===== config.mk =====
export PLATFORM = sky130hd
export DESIGN_NAME = srb_front
export DESIGN_NICKNAME = d
export VERILOG_FILES = /design/src/hdl/srb_pkg.sv /design/src/hdl/srb_front.sv
export SDC_FILE = /design/constraint.sdc
export NUM_CORES = 1
export LEC_CHECK = 0
export BUFFER_PORTS_ARGS = -buffer_cell sky130_fd_sc_hd__clkbuf_2
export CAP_MARGIN = 30
export CORE_ASPECT_RATIO = 1.75
export CORE_MARGIN = 1.5
export CORE_UTILIZATION = 25
export DETAILED_ROUTE_END_ITERATION = 6
export SLEW_MARGIN = 5
export SYNTH_ARGS = -nofsm -noshare
export SYNTH_HDL_FRONTEND = slang
export SYNTH_SLANG_ARGS = --single-unit
export TNS_END_PERCENT = 30

===== constraint.sdc =====
create_clock -name clk_i -period 19.6 [get_ports clk_i]
set_clock_uncertainty 0.1 [all_clocks]
set_input_delay 3.92 -clock clk_i [delete_from_list [all_inputs] [get_ports clk_i]]
set_output_delay 3.92 -clock clk_i [all_outputs]
set_load 0.05 [all_outputs]

===== src/hdl/srb_pkg.sv =====
`timescale 1ns / 1ps

package srb_pkg;

  // Window depth; slot index is the low bits of the sequence, so keep it a power of two.
  localparam int WINDOW   = 64;
  localparam int SEQ_BITS = 32;
  localparam int IDX_W    = $clog2(WINDOW);
  localparam int CNT_W    = $clog2(WINDOW + 1);
  localparam int GAP_W    = 6;
  localparam int ORD_W    = 32;
  localparam int PRICE_W  = 32;
  localparam int QTY_W    = 32;
  localparam int STAT_W   = 3;
  localparam int QDEPTH   = 2;
  localparam int QPTR_W   = $clog2(QDEPTH);
  localparam int QCNT_W   = $clog2(QDEPTH + 1);

  localparam int TDATA_BITS = SEQ_BITS + ORD_W + 1 + PRICE_W + QTY_W;
  localparam int TDATA_W    = ((TDATA_BITS + 7) / 8) * 8;
  localparam int TPAD_W     = TDATA_W - TDATA_BITS;
  localparam int S_TUSER_W  = 2;
  localparam int M_TUSER_W  = STAT_W + 1;

  localparam logic [GAP_W-1:0] MAX_GAP_RST = GAP_W'(63);

  localparam logic OP_SUBMIT = 1'b0;
  localparam logic OP_CLOSE  = 1'b1;

  typedef logic [SEQ_BITS-1:0] seq_t;

  typedef enum logic [STAT_W-1:0] {
    STS_RELEASED = 3'd0,
    STS_ZERO     = 3'd1,
    STS_CLOSED   = 3'd2,
    STS_STALE    = 3'd3,
    STS_GAP      = 3'd4,
    STS_DUP      = 3'd5,
    STS_MISSING  = 3'd6
  } status_e;

  typedef enum logic [1:0] {
    CLS_SUBMIT,
    CLS_ZERO,
    CLS_CLOSE
  } class_e;

  typedef enum logic [1:0] {
    S_IDLE,
    S_RUN,
    S_SCAN,
    S_FLUSH
  } fsm_e;

  typedef struct packed {
    logic               kind;
    logic [ORD_W-1:0]   ord_num;
    logic               side;
    logic [PRICE_W-1:0] price;
    logic [QTY_W-1:0]   qty;
  } cmd_t;

  localparam int CMD_W = $bits(cmd_t);

  typedef struct packed {
    class_e cls;
    seq_t   seq;
    cmd_t   cmd;
  } item_t;

  typedef struct packed {
    seq_t    seq;
    status_e status;
    cmd_t    cmd;
    logic    last;
  } result_t;

endpackage


===== src/hdl/srb_front.sv =====
`timescale 1ns / 1ps

module srb_front (
  input  logic           clk_i,
  input  logic           rst_ni,
  input  logic           s_valid_i,
  output logic           s_ready_o,
  input  logic           op_i,
  input  srb_pkg::seq_t  seq_i,
  input  srb_pkg::cmd_t  cmd_i,
  output logic           head_vld_o,
  output srb_pkg::item_t head_o,
  input  logic           pop_i
);
  import srb_pkg::*;

  item_t             fifo_q [QDEPTH];
  logic [QPTR_W-1:0] wptr_q, wptr_d;
  logic [QPTR_W-1:0] rptr_q, rptr_d;
  logic [QCNT_W-1:0] cnt_q, cnt_d;
  item_t             in_item;
  logic              push;
  logic              pop;

  always_comb begin
    in_item.seq = seq_i;
    in_item.cmd = cmd_i;
    if (op_i == OP_CLOSE) begin
      in_item.cls = CLS_CLOSE;
    end else if (seq_i == '0) begin
      in_item.cls = CLS_ZERO;
    end else begin
      in_item.cls = CLS_SUBMIT;
    end
  end

  assign s_ready_o  = (cnt_q != QCNT_W'(QDEPTH));
  assign push       = s_valid_i && s_ready_o;
  assign head_vld_o = (cnt_q != '0);
  assign pop        = pop_i && head_vld_o;
  assign head_o     = fifo_q[rptr_q];

  always_comb begin
    wptr_d = wptr_q;
    rptr_d = rptr_q;
    cnt_d  = cnt_q;
    if (push) begin
      wptr_d = (wptr_q == QPTR_W'(QDEPTH - 1)) ? '0 : wptr_q + 1'b1;
    end
    if (pop) begin
      rptr_d = (rptr_q == QPTR_W'(QDEPTH - 1)) ? '0 : rptr_q + 1'b1;
    end
    if (push && !pop) begin
      cnt_d = cnt_q + 1'b1;
    end else if (pop && !push) begin
      cnt_d = cnt_q - 1'b1;
    end
  end

  always_ff @(posedge clk_i or negedge rst_ni) begin
    if (!rst_ni) begin
      wptr_q <= '0;
      rptr_q <= '0;
      cnt_q  <= '0;
    end else begin
      wptr_q <= wptr_d;
      rptr_q <= rptr_d;
      cnt_q  <= cnt_d;
    end
  end

  always_ff @(posedge clk_i) begin
    if (push) begin
      fifo_q[wptr_q] <= in_item;
    end
  end

endmodule


# Yosys cells after proc, flatten, opt, wreduce, memory -nomap -nowiden
# Memories as Yosys holds them, arrays and structs flattened.
# Cells that the tools add are included.
[totals]
reg_bits = 4
ramBits = 264
wordCells = 26
mem_count = 1
[memory_table]
columns = ["name", "depth", "word_bits", "rd", "rd_clocked_by_memory_dff", "write_ports", "line", "rtl"]
rows = [
  ["fifo_q", 2, 132, 1, 0, 1, "srb_front.sv:17", "item_t fifo_q [QDEPTH];"],
]
[op_classes]
addsub = 4
eq_ne = 1
n_mux = 8
n_reduce_logical = 9
[op_table]
columns = ["cell", "n"]
rows = [
  ["32-bit zero test", 1],
  ["2-bit 2-to-1 mux", 3],
  ["1-bit 2-to-1 mux", 5],
  ["1-bit logical AND", 4],
  ["2-bit nonzero test", 2],
  ["1-bit adder, second input constant", 2],
  ["2-bit by 1-bit adder with 2-bit output, second input constant", 1],
  ["1-bit zero test", 2],
  ["2-bit != test, second input constant", 1],
  ["2-bit by 1-bit subtractor with 2-bit output, second input constant", 1],
]

# Logic depth before layout (Yosys ltp)
[logic_depth]
depth_word = 6
ltp_mapped = 7
mapped_depth_nobuf = 7

# Least setup slack after synthesis
# OpenSTA, ideal clock, no wires.
[synth_path]
path_kind = "input -> register"
start = "input s_valid_i"
end = "memory fifo_q[0][0] (netlist name) (enable)"
setup_ns = 0.626
t_arrival_ns = 9.517
setup_slack_ns = 9.357
cell_stages = 2
path_buffers = 0
path_cell_list = "nand2_1 > nor2_1"
[synth_between]
elab_chain_cells = 3
[synth_rtl]
columns = ["element", "line", "rtl"]
rows = [
  ["start, declared", "srb_front.sv:6", "input logic s_valid_i,"],
  ["1-bit logical AND", "srb_front.sv:38", "assign push = s_valid_i && s_ready_o;"],
  ["1-bit 2-to-1 mux", "srb_front.sv:73", "if (push) begin"],
  ["1-bit 2-to-1 mux (not written as such)", "srb_front.sv:74", "fifo_q[wptr_q] <= in_item;"],
  ["end, declared", "srb_front.sv:17", ""],
]
# No other way between the ends.

==> impl_metrics.yaml <==
outcome:
  status: "complete, no violations"
floorplan:
  start_util: 0.2523
  pin_count: 269
  die_width_um: 154.7
  coreArea_um2: 39930
  core.rowCount: 97
  die_area_um2: 41550
  die_y_um: 268.5
sta:
  setup_viol: 0
  relSlewSlack: 0.3517
  rsz0062_at_grt: "false"
  fin_ws_ps: 12730
  setup_tns_ps: 0
  holdWs_ps: 403.7
  slew_viol_final: 0
  fmax_mhz: 145.6
  finalCritPeriodShare: 0.3504
  tightest_slew_ps: 972.4
  final_hold_viol_count: 0
  period_minus_slack_ps: 6868
synthesis:
  yosys_warnings: 0
  syn_nets: 577
  synth_area_per_cell_um2: 22.84
  syn_area_um2: 10070
  netlist_instances: 441
  ys_seq_area_frac: 0.7969
  synth.distinct_cells: 19
  synth-seq-cells: 268
critical_path:
  worstSetupStartpointType: "flop"
  cpMaxStageDelayCell: "buf_4"
  cp.buffers_inverters: 2
  critPathCaptureType: "primary output"
  cp.arrival_ps: 2850
  slowest_delay_ps: 750
  worstPathCellList: "buf_4 > mux2_2 > clkbuf_2"
  critPathTopFamily: "buffers and inverters"
  cp_max_fo: 63
  required_ps: 15580
  critical_path_class: "flop to primary output"
drt:
  totalWireLength_um: 21690
  dr.pass1.iters: 4
  drc_errors: 0
  drt-met1-wl_um: 7135
  vias_per_cell: 4.106
  vias: 5116
  wl_per_cell_um: 17.41
  wl_met2_um: 12180
  highest_layer: "met5"
  dr_wl_met3_um: 1383
  antenna_left: 0
  dr.first_iter.drc_count: 194
power:
  ir_drop_mv: 0.1072
  finalPower_mw: 2.284
  power_density_nw_per_um2: 177.5
  leakage_nw: 4.942
cells_and_area:
  syn2layout_area_growth_pct: 27.75
  nets: 865
  num-fill-cells: 3875
  drive_above_1_share: 0.6064
grt:
  grt.overflow.total: 0
  grt_pass1_wl_um: 30220
  antenna_found_initial: 7
  grt_start_max_net_pins: 68
  grt_usage: 0.09808
  first_global_vias: 5299
clock_tree:
  ctsResizeCount: 0
  clk_pin_slew_ps: 60
  clock_latency_ps: 540
  hold_buffers: 0
  post-cts-setup-buffer-count: 0
  cts_buffer_depth: 3
  clock-sinks: 268
  cts_tree: "built"
  cts_made_buffers: 25
  htreeDepth: 1
  clockRootBuffer: "clkbuf_16"
placement:
  gp_congestion: 0.7528
  detailedPlace.worstSlack_ps: 13220
  io_buffers: 268
  hpwl_um: 14820
run:
  max_cap_violations: 0
hold_path:
  worstHoldPathType: "flop to flop"
## path summary, 6_finish.rpt
| check | startpoint | to | slack [ps] | depth (start not counted) |
|---|---|---|---|---|
| worst max-delay path | rptr_q | head_o[48] | 12730 | 3 |
| worst min-delay path | cnt_q[1] | cnt_q[1] | 400 | 1 |
| worst max register to register | cnt_q[0] | fifo_q[1][103] | 17240 | 5 |
| worst min register to register | cnt_q[1] | cnt_q[1] | 400 | 1 |
| max in group asynchronous | rst_ni | rptr_q | 16180 | 1 |
| min in group asynchronous | rst_ni | wptr_q | 3080 | 1 |
## synthesized netlist by cell type, drive strengths merged
master	count	area [µm²]
edfxtp	264	7928
mux2	132	1749
buf	15	131.4
nor4	7	43.79
dfrtp	4	100.1
nor2	3	11.26
xnor2	3	26.28
nand2	2	7.510
nand4	2	12.51
xor2	2	17.52
and3	1	6.260
ha	1	12.51
inv	1	3.750
nand2b	1	6.260
nor3	1	5.000
or2	1	6.260
or3	1	6.260
## cell families after synthesis
kind of cell,share of synthesized area
flops,0.7969
fa+ha+maj,0.001242
mux,0.1736
xor+xnor,0.004348
simple gates,0.01043
buf+inv,0.01341
## layout make-up
| class | count | area [µm²] | area share |
|---|---|---|---|
| Timing Repair Buffer | 276 | 1461 | 0.1136 |
| Clock buffer | 26 | 629.4 | 0.04891 |
| Inverter | 1 | 3.754 | 0.0002917 |
| Antenna cell | 4 | 10.01 | 0.0007778 |
| Clock inverter | 19 | 190.2 | 0.01478 |
| Multi-Input combinational cell | 157 | 1923 | 0.1494 |
| Sequential cell | 268 | 8031 | 0.6241 |
| Tap cell | 495 | 619.3 | 0.04813 |
## metal layers
| layer | up-vias | global-route usage |
|---|---|---|
| li1 | 2347 | - |
| met1 | 2528 | 0.09067 |
| met2 | 168 | 0.1887 |
| met3 | 63 | 0.02893 |
| met4 | 10 | 0.05639 |
| met5 | - | 0 |
## power breakdown
part           internal (mW)  switching (mW)
sequential             0.783          0.0441
clock                  0.275           0.213
combinational          0.283           0.686
## state kept, by name, indices dropped and copies added (netlist names)
| register | cells |
|---|---|
| fifo_q | 264 |
| wptr_q | 1 |
| rptr_q | 1 |
| cnt_q | 2 |
## worst register-to-register path, cell delays in order (launching register included)
cell and delay (ps):
dfrtp_1 400, nand2b_1 180, and3_4 290, buf_16 290, buf_4 420, buf_16 300
## through the flow
stage / utilization / instances / instance area, µm²
after floorplan: - / 441 / 10070
after global placement: 0.2994 / 1194 / 11960
after detailed placement: 0.2994 / 1194 / 11960
after CTS: 0.3200 / 1239 / 12780
after global routing: 0.3222 / 1244 / 12860
final: 0.3223 / 1246 / 12870
## cells in the final DEF, fill, tap and decap left out, types with 2 or more instances in the layout
cell        Yosys  layout
clkbuf_2        0     268
edfxtp_1      264     264
mux2_4         70      70
mux2_2         62      62
clkbuf_16       0      25
nor4_1          7       7
clkinv_2        0       6
buf_4           0       5
diode_2         0       4
clkinvlp_4      0       4
xnor2_1         3       3
bufinv_16       0       3
clkinv_1        0       3
dfrtp_1         4       3
buf_16          0       3
nand4_1         2       2
nor2_1          3       2
nand2_1         2       2
xor2_1          2       2
Note: power is estimated with default switching activity, not from simulation.
